## src/rtl/assert_macros.svh

```systemverilog
// ----------------------------------------------------------------------------
// Assertion macros
// Shared concurrent-assertion wrappers for the RTL in this folder.
// ----------------------------------------------------------------------------
`ifndef ASSERT_MACROS_SVH
`define ASSERT_MACROS_SVH

// Check on every rising edge of i_clk while reset is released.
`define ASSERT_CLK(label, prop, msg) \
    label: assert property (@(posedge i_clk) disable iff (!i_rst_n) prop) else $error(msg);

// Check on every rising edge of i_clk, reset included.
`define ASSERT_CLK_ANY(label, prop, msg) \
    label: assert property (@(posedge i_clk) prop) else $error(msg);

`endif

```

## src/rtl/mbsp_pkg.sv

```systemverilog
// ----------------------------------------------------------------------------
// mbsp_pkg
// Status codes and the message type of the MIDI byte stream parser.
// ----------------------------------------------------------------------------
`default_nettype none

package mbsp_pkg;

    // Upper nibbles of channel status bytes
    localparam logic [3:0] NIB_NOTE_OFF  = 4'h8;
    localparam logic [3:0] NIB_NOTE_ON   = 4'h9;
    localparam logic [3:0] NIB_POLY_PRES = 4'hA;
    localparam logic [3:0] NIB_CTRL      = 4'hB;
    localparam logic [3:0] NIB_PROGRAM   = 4'hC;
    localparam logic [3:0] NIB_CHAN_PRES = 4'hD;
    localparam logic [3:0] NIB_PITCH     = 4'hE;
    localparam logic [3:0] NIB_SYSTEM    = 4'hF;

    // System status bytes
    localparam logic [7:0] ST_NONE       = 8'h00;
    localparam logic [7:0] ST_SYSEX      = 8'hF0;
    localparam logic [7:0] ST_MTC_QF     = 8'hF1;
    localparam logic [7:0] ST_SONG_POS   = 8'hF2;
    localparam logic [7:0] ST_SONG_SEL   = 8'hF3;
    localparam logic [7:0] ST_TUNE_REQ   = 8'hF6;
    localparam logic [7:0] ST_RT_FIRST   = 8'hF8;

    // Controllers from this number up are channel mode messages
    localparam logic [6:0] CTRL_MODE_FIRST = 7'd120;

    localparam int unsigned OUT_BITS  = 26;
    localparam int unsigned OUT_BYTES = (OUT_BITS + 7) / 8;

    typedef struct packed {
        logic [6:0] second_value;
        logic [6:0] first_value;
        logic [3:0] channel;
        logic [7:0] message_kind;
    } t_midi_msg;

endpackage

`default_nettype wire

```

## src/rtl/midi_byte_stream_parser.sv

```systemverilog
// ----------------------------------------------------------------------------
// midi_byte_stream_parser
// Decodes a received MIDI byte stream into messages, with running status.
// ----------------------------------------------------------------------------
//  channel   dir  width  contents
//  s_axis    in   8      rx_byte
//  m_axis    out  32     message_kind, channel, first_value, second_value
//
//  One byte per cycle while no stalled result holds it back; a byte passes
//  the input register and then the decode into the result register.
//  Running status is updated as the byte leaves the input register.
//  A stalled result blocks only bytes that would produce a result.
//  Synchronous active-low reset clears running status and both valid flags.
// ----------------------------------------------------------------------------
`default_nettype none

`include "assert_macros.svh"

module midi_byte_stream_parser
    import mbsp_pkg::*;
(
    input  wire logic        i_clk,
    input  wire logic        i_rst_n,

    input  wire logic        s_axis_tvalid,
    output logic             s_axis_tready,
    input  wire logic [7:0]  s_axis_tdata,   // [7:0] rx_byte

    output logic             m_axis_tvalid,
    input  wire logic        m_axis_tready,
    // [7:0] message_kind, [11:8] channel, [18:12] first_value,
    // [25:19] second_value, [31:26] zero
    output logic [OUT_BYTES*8-1:0] m_axis_tdata
);

    logic       r_in_valid;
    logic [7:0] r_in_byte;

    logic [7:0] r_rs, n_rs;
    logic       r_held, n_held;
    logic [6:0] r_first, n_first;

    logic      r_out_valid;
    t_midi_msg r_out, n_out;
    logic      n_emit;

    logic       advance;
    logic [6:0] data;
    logic [3:0] ch;

    assign data = r_in_byte[6:0];
    assign ch   = r_rs[3:0];

    always_comb begin
        n_rs    = r_rs;
        n_held  = r_held;
        n_first = r_first;
        n_emit  = 1'b0;
        n_out   = '0;

        if (r_in_byte[7]) begin
            if (r_in_byte < ST_SYSEX) begin
                n_rs   = r_in_byte;
                n_held = 1'b0;
            end else if (r_in_byte >= ST_RT_FIRST) begin
                // real-time: pass through, state untouched
                n_emit             = 1'b1;
                n_out.message_kind = r_in_byte;
            end else begin
                case (r_in_byte)
                    ST_SYSEX: begin
                        n_rs = r_in_byte;
                    end
                    ST_MTC_QF, ST_SONG_POS, ST_SONG_SEL: begin
                        n_rs   = r_in_byte;
                        n_held = 1'b0;
                    end
                    ST_TUNE_REQ: begin
                        n_rs               = ST_NONE;
                        n_emit             = 1'b1;
                        n_out.message_kind = r_in_byte;
                    end
                    default: begin
                        n_rs = ST_NONE;
                    end
                endcase
            end
        end else begin
            case (r_rs[7:4])
                NIB_NOTE_OFF, NIB_NOTE_ON, NIB_POLY_PRES, NIB_CTRL, NIB_PITCH: begin
                    if (!r_held) begin
                        n_first = data;
                        n_held  = 1'b1;
                    end else begin
                        n_held        = 1'b0;
                        n_emit        = 1'b1;
                        n_out.channel = ch;
                        if (r_rs[7:4] == NIB_CTRL && r_first >= CTRL_MODE_FIRST) begin
                            n_out.message_kind = {1'b0, r_first};
                            n_out.first_value  = data;
                            n_out.second_value = data;
                        end else begin
                            n_out.message_kind = r_rs;
                            n_out.first_value  = r_first;
                            n_out.second_value = data;
                        end
                    end
                end
                NIB_PROGRAM, NIB_CHAN_PRES: begin
                    n_emit             = 1'b1;
                    n_out.message_kind = r_rs;
                    n_out.channel      = ch;
                    n_out.first_value  = data;
                end
                NIB_SYSTEM: begin
                    case (r_rs)
                        ST_MTC_QF: begin
                            n_rs               = ST_NONE;
                            n_held             = 1'b0;
                            n_emit             = 1'b1;
                            n_out.message_kind = r_rs;
                            n_out.first_value  = {4'd0, data[6:4]};
                            n_out.second_value = {3'd0, data[3:0]};
                        end
                        ST_SONG_SEL: begin
                            n_rs               = ST_NONE;
                            n_held             = 1'b0;
                            n_emit             = 1'b1;
                            n_out.message_kind = r_rs;
                            n_out.first_value  = data;
                        end
                        ST_SONG_POS: begin
                            if (!r_held) begin
                                n_first = data;
                                n_held  = 1'b1;
                            end else begin
                                n_rs               = ST_NONE;
                                n_held             = 1'b0;
                                n_emit             = 1'b1;
                                n_out.message_kind = r_rs;
                                n_out.first_value  = r_first;
                                n_out.second_value = data;
                            end
                        end
                        default: begin
                            // drop SysEx data
                        end
                    endcase
                end
                default: begin
                    // no running status: drop
                end
            endcase
        end
    end

    // A byte that yields no result may leave even while the result waits.
    assign advance       = r_in_valid && (!r_out_valid || m_axis_tready || !n_emit);
    assign s_axis_tready = !r_in_valid || advance;

    always_ff @(posedge i_clk) begin
        if (!i_rst_n) begin
            r_in_valid  <= 1'b0;
            r_out_valid <= 1'b0;
            r_rs        <= ST_NONE;
            r_held      <= 1'b0;
            r_first     <= '0;
        end else begin
            if (s_axis_tready) begin
                r_in_valid <= s_axis_tvalid;
            end
            if (advance) begin
                r_rs    <= n_rs;
                r_held  <= n_held;
                r_first <= n_first;
            end
            if (advance && n_emit) begin
                r_out_valid <= 1'b1;
            end else if (m_axis_tready) begin
                r_out_valid <= 1'b0;
            end
        end
    end

    always_ff @(posedge i_clk) begin
        if (s_axis_tvalid && s_axis_tready) begin
            r_in_byte <= s_axis_tdata;
        end
        if (advance && n_emit) begin
            r_out <= n_out;
        end
    end

    assign m_axis_tvalid = r_out_valid;
    assign m_axis_tdata  = {{(OUT_BYTES*8-OUT_BITS){1'b0}}, r_out};

    `ASSERT_CLK_ANY(a_reset_clears_out, !i_rst_n |=> !r_out_valid, "result valid after reset")
    `ASSERT_CLK(a_rs_is_status, r_rs[7] || r_rs == ST_NONE, "running status is a data byte")
    `ASSERT_CLK(a_held_kind, r_held |-> !(r_rs[7:4] == NIB_PROGRAM || r_rs[7:4] == NIB_CHAN_PRES || r_rs == ST_MTC_QF || r_rs == ST_SONG_SEL), "held byte under one-byte status")
    `ASSERT_CLK(a_realtime_keeps_state, advance && r_in_byte >= ST_RT_FIRST |=> r_rs == $past(r_rs) && r_held == $past(r_held), "real-time byte changed state")

endmodule

`default_nettype wire

```

## config.mk

```make
export PLATFORM = sky130hd
export DESIGN_NAME = midi_byte_stream_parser
export DESIGN_NICKNAME = d
export VERILOG_FILES = /design/src/rtl/mbsp_pkg.sv /design/src/rtl/midi_byte_stream_parser.sv
export VERILOG_INCLUDE_DIRS = /design/src /design/src/rtl
export SDC_FILE = /design/constraint.sdc
export NUM_CORES = 1
export LEC_CHECK = 0
export BUFFER_PORTS_ARGS = -buffer_cell sky130_fd_sc_hd__buf_2
export CORE_MARGIN = 4
export CORE_UTILIZATION = 45
export CTS_CLUSTER_DIAMETER = 150
export DETAILED_ROUTE_END_ITERATION = 6
export GPL_ROUTABILITY_DRIVEN = 0
export PLACE_DENSITY = 0.66
export SYNTH_ARGS = -nofsm -noshare
export SYNTH_HDL_FRONTEND = slang
export SYNTH_SLANG_ARGS = --single-unit
```

## constraint.sdc

```tcl
create_clock -name i_clk -period 2.8 [get_ports i_clk]
set_input_delay 0.28 -clock i_clk [delete_from_list [all_inputs] [get_ports i_clk]]
set_output_delay 0.28 -clock i_clk [all_outputs]
set_load 0.02 [all_outputs]
```

Word-level counts from Yosys, hierarchy flattened:

Cells that the tools add are included.
Widths: inputs -> output; s select.

* register bits after elaboration: 52
* output and inout bits: 34
* logic and storage cells: 100

* $lt $le $gt $ge: 3
* equality and inequality tests: 21
* muxes and demuxes: 42
* bitwise gates (word level): 1
* reduce and logical (&&, ||, !) cells: 23

Operator list (count)
* $mux 8: 12
* $eq 8x8->1 const B: 8
* $pmux 7 s2: 3
* $pmux 7 s3: 2
* $eq 4x4->1 const B: 8
* $pmux 8 s2: 2
* $mux 26: 1
* $pmux 8 s3: 1
* $mux 7: 3
* $mux 14: 1
* $mux 1: 12
* $reduce_and 5->1: 2
* $ge 8x8->1 const B: 1
* $lt 8x8->1 const B: 1
* $pmux 4 s2: 1
* $ge 7x7->1 const B: 1
* $ne 3x3->1 const B: 2
* $pmux 1 s2: 3
* $reduce_bool 2->1: 3
* $reduce_bool 3->1: 2
* $reduce_or 5->1: 1
* $logic_and 1x1->1: 4
* $ne 4x3->1 const B: 1
* $reduce_and 4->1: 1
* 9 further kinds: 14

Depth between registers and ports, before layout:

* depth in word-level cells: 10
* gate-level depth with buffers: 8
* depth with buffers taken out: 5

Worst setup path after synthesis:

Ideal clock, no wire load.

* path type: register -> register
* start point: reg r_in_byte[7]
* end point: reg r_out (netlist bit m_axis_tdata[0]) (enable)
* library setup time: 409 ps
* arrival time: 2470 ps
* data required time: 2391 ps
* setup slack: -79 ps
* cell stages (with the launch flop): 7
* buffers on the path: 2
* clock period less this slack: 2879 ps
* cell sequence: edfxtp_1 > buf_2 > or2b_1 > clkbuf_1 > o211ai_1 > nand2_1 > nor2_1

* cells in the longest elaborated chain, start to end: 9
* elaborated cells on any way between the ends: 11

Ends and longest elaborated chain
* from (decl): RTL line midi_byte_stream_parser.sv:37 `logic [7:0] r_in_byte;`
* from (signal assigned): RTL line midi_byte_stream_parser.sv:187 `r_in_byte <= s_axis_tdata;`
* branches (longest 4 deep; another with $ge 8x8->1)
* $mux 1 *: RTL line midi_byte_stream_parser.sv:61 `if (r_in_byte[7]) begin`
* $logic_not 1->1: RTL line midi_byte_stream_parser.sv:158 `assign advance = r_in_valid && (!r_out_valid || m_axis_tready || !n_emit);`
* $logic_or 1x1->1: RTL line midi_byte_stream_parser.sv:158
* $logic_and 1x1->1: RTL line midi_byte_stream_parser.sv:158
* $logic_and 1x1->1 *: RTL line midi_byte_stream_parser.sv:189 `if (advance && n_emit) begin`
* to (signal assigned): RTL line midi_byte_stream_parser.sv:190 `r_out <= n_out;`
* to (decl): RTL line midi_byte_stream_parser.sv:44 `t_midi_msg r_out, n_out;`

Every way passes the cells marked *.
A chain may end at the register's enable or synchronous reset.

Worst setup path after layout:

* start point: reg r_in_byte[7]
* end point: out s_axis_tready

* cells in the longest elaborated chain, start to end: 9
* elaborated cells on any way between the ends: 11

Ends and longest elaborated chain
* branches (longest 4 deep; another with $ge 8x8->1)
* $mux 1 *: RTL line midi_byte_stream_parser.sv:61
* $logic_not 1->1 *: RTL line midi_byte_stream_parser.sv:158
* $logic_or 1x1->1 *: RTL line midi_byte_stream_parser.sv:158
* $logic_and 1x1->1 *: RTL line midi_byte_stream_parser.sv:158
* $logic_or 1x1->1 *: RTL line midi_byte_stream_parser.sv:159 `assign s_axis_tready = !r_in_valid || advance;`
* to (decl): RTL line midi_byte_stream_parser.sv:26 `output logic s_axis_tready,`

Marks and branches as above.

==> impl_metrics.sql <==
INSERT INTO impl_metrics (metric_group, metric, value, unit) VALUES
('yosys', 'postSynthAreaPerCell', '10.89', 'µm²'),
('critical_path', 'worstPathMaxFanout', '9', ''),
('detailed_routing', 'routed_wirelength', '5474', 'µm'),
('global_routing', 'first_pass_grt_wire_length', '9039', 'µm'),
('yosys', 'netlist_area', '2526', 'µm²'),
('clock_tree', 'cts_hold_buffers', '0', ''),
('timing', 'fmaxAchievable', '385.1', 'MHz'),
('critical_path', 'timing.critical_path.to_type', 'output port', ''),
('timing', 'setup_viol', '0', ''),
('clock_tree', 'cts.htree.levels', '2', ''),
('pwr', 'p_sw', '0.3337', 'mW'),
('floorplan', 'start_util', '0.4616', ''),
('placement', 'placement.io_buffers', '39', ''),
('critical_path', 'critical_path_class', 'flop to output port', ''),
('global_routing', 'first_global_vias', '1784', ''),
('timing', 'timing.final.crit_period', '2.597', 'ns'),
('clock_tree', 'post_cts_resize_count', '0', ''),
('pwr', 'power.switching_fraction', '0.2275', ''),
('global_routing', 'antenna_found_initial', '0', ''),
('layout', 'fillers', '524', ''),
('timing', 'timing_max_transition_violations_final', '0', ''),
('worst_hold_path', 'timing.hold.worst.class', 'input port to flop', ''),
('yosys', 'largest_family_of_logic_cells_by_synthesized_area', 'simple AND/OR/NAND/NOR gates', ''),
('pwr', 'share_seq_of_total_power', '0.586', ''),
('clock_tree', 'postCtsSetupBuffers', '0', ''),
('layout', 'layout_common_cells', '39 x buf_2, 34 x nand2_1, 34 x edfxtp_1, 18 x dfxtp_1', ''),
('status', 'status', 'completed', ''),
('layout', 'final-instance-count-excl-fill', '347', ''),
('yosys', 'synth_cell_type_count', '43', ''),
('timing', 'fin_crit_sh', '0.9274', ''),
('layout', 'drive_above_1_share', '0.2400', ''),
('detailed_routing', 'drc', '0', ''),
('clock_tree', 'cts-buffers-inserted', '5', ''),
('yosys', 'xor_xnor_portion_of_the_synthesized_cell_area', '0', ''),
('floorplan', 'num_io_pins', '46', ''),
('floorplan', 'die_w', '82.93', 'µm'),
('pwr', 'p_leak', '1.072', 'nW'),
('yosys', 'synth_compound_area_frac', '0.1545', ''),
('timing', 'max_slew_margin', '0.6154', ''),
('clock_tree', 'cts_tree', 'built', ''),
('global_routing', 'grt_start_max_net_pins', '28', ''),
('detailed_routing', 'via_count', '1895', ''),
('flow_run', 'drv_cap', '0', ''),
('pwr', 'power-per-cell-area', '505.3', 'nW/µm²'),
('detailed_routing', 'drt.antenna.violating_nets', '0', ''),
('timing', 'finalClockSkew', '0.01028', 'ns'),
('pwr', 'comb_power_share', '0.068', ''),
('clock_tree', 'clkSlewWorstSetupHoldPaths', '0.08', 'ns'),
('layout', 'nNetsFinal', '286', ''),
('layout', 'insertedDiodeCount', '0', ''),
('timing', 'final.setup.tns', '0', 'ns'),
('clock_tree', 'cts_sinks', '52', ''),
('yosys', 'syn-instance-count', '232', ''),
('timing', 'hold_viol_final', '0', ''),
('yosys', 'synth_seq_area_share', '0.5468', ''),
('worst_hold_path', 'holdCritStartpoint', 's_axis_tdata[2]', ''),
('critical_path', 'setup.worst_path.start_class', 'flop', ''),
('clock_tree', 'cts_root_buffer', 'clkbuf_8', ''),
('floorplan', 'design.die.area', '6877', 'µm²'),
('floorplan', 'core-area', '5473', 'µm²'),
('detailed_routing', 'viasPerCell', '5.461', ''),
('clock_tree', 'clock_network_latency_to_the_later_pin_of_the_worst_skew_pair', '0.31', 'ns'),
('yosys', 'register_bit_count_reported_by_yosys', '52', ''),
('pwr', 'share_clk_of_total_power', '0.346', ''),
('yosys', 'count_of_yosys_warnings_during_synthesis', '0', ''),
('detailed_routing', 'detail_route.iter0.violations', '143', ''),
('timing', 'worstMarginPinSlew', '0.5708', 'ns'),
('pwr', 'worst_ir_drop_vdd', '0.0002802', 'V'),
('layout', 'area_growth_from_synthesis_to_final_layout', '14.91', '%'),
('critical_path', 'startpoint', 'r_in_byte[7]$_DFFE_PP_', ''),
('yosys', 'synthAdderAreaFrac', '0', '');
[synthesized netlist by cell type (all sizes together)]
cell | count | area (µm²)
nand4 | 5 | 31.28
o211a | 2 | 27.53
and3b | 1 | 8.760
a211oi | 2 | 15.01
nor3 | 5 | 25.02
a21oi | 12 | 63.81
nand2 | 34 | 127.6
conb | 1 | 3.750
nand2b | 1 | 6.260
o2bb2ai | 1 | 8.760
a32oi | 2 | 17.52
nor2 | 9 | 33.78
a21o | 3 | 22.52
a22o | 2 | 17.52
or3 | 1 | 6.260
a21boi | 1 | 7.510
o211ai | 4 | 30.03
o31ai | 1 | 12.51
nand3 | 4 | 20.02
o21ai | 7 | 35.03
a31oi | 3 | 18.77
o311ai | 1 | 26.28
and3 | 4 | 25.02
a221o | 6 | 60.06
or4b | 1 | 13.76
and4 | 2 | 17.52
or2 | 2 | 12.51
edfxtp | 34 | 1021
and2 | 15 | 93.84
inv | 8 | 30.03
dfxtp | 18 | 360.4
a2111oi | 1 | 27.53
buf | 12 | 88.83
or2b | 1 | 7.510
mux2i | 15 | 150.1
clkbuf | 7 | 27.52
nor2b | 4 | 25.02
[power by group through the flow]
stage                     combinational, mW  clock, mW  sequential [mW]
after floorplan                      0.0737          0            0.868
after global placement               0.0980          0            0.876
after detailed placement             0.0991          0            0.876
after CTS                            0.0998      0.519            0.859
after global routing                  0.110      0.555            0.863
final                                0.0995      0.507            0.860
[worst paths after layout]
check | depth (start not counted) | slack, ns | to
worst max-delay path | 5 | 0.20 | s_axis_tready
worst min-delay path | 1 | 0.15 | r_in_byte[2]$_DFFE_PP_
worst max register to register | 6 | 0.31 | m_axis_tdata[3]$_DFFE_PP_
worst min register to register | 2 | 0.50 | r_first[4]$_SDFFE_PN0P_
[cell families (layout without fill, tap and decap cells)]
group,count (synthesis),in the layout
buffers and inverters,27,65
AO/OA/AOI/OAI,48,48
other,1,6
flip-flops,52,52
multiplexers,15,15
AND/OR/NAND/NOR,89,89
[layout make-up]
type	count	area [µm²]	share of cell area
Sequential cell	52	1381	0.4759
Multi-Input combinational cell	158	1020	0.3513
Timing Repair Buffer	49	270.3	0.09310
Tap cell	72	90.09	0.03103
Clock buffer	5	68.82	0.02371
Clock inverter	3	42.54	0.01466
Inverter	8	30.03	0.01034
[flip-flops by register name, indices dropped and copies added (netlist names)]
register,flops
m_axis_tdata,26
m_axis_tvalid,1
r_first,7
r_held,1
r_in_byte,8
r_in_valid,1
r_rs,8
[critical path: stages, from the launching register on]
cell and delay (ns):
edfxtp_1 0.61, and4_1 0.39, o21ai_0 0.28, o211ai_1 0.34, nand3_1 0.19, buf_2 0.20
[metrics by stage]
step	instance area, µm²	setup slack (ns)	hold slack, ns
floorplan	2547	0.3313	0.3789
global placement	2791	0.4902	0.4570
detailed placement	2791	0.3538	0.4581
CTS	2903	0.2482	0.1359
global route	2903	0.04078	0.1361
finish	2903	0.2034	0.1488
[metal layers]
metal | up-vias | GRT usage | routed length (µm)
met5 | - | 0 | 0
met4 | 0 | 0.07578 | 124
met3 | 13 | 0.04167 | 459
met2 | 81 | 0.2456 | 2494
met1 | 889 | 0.2226 | 2396
li1 | 912 | - | -
Power figures use the tool's default switching activity.
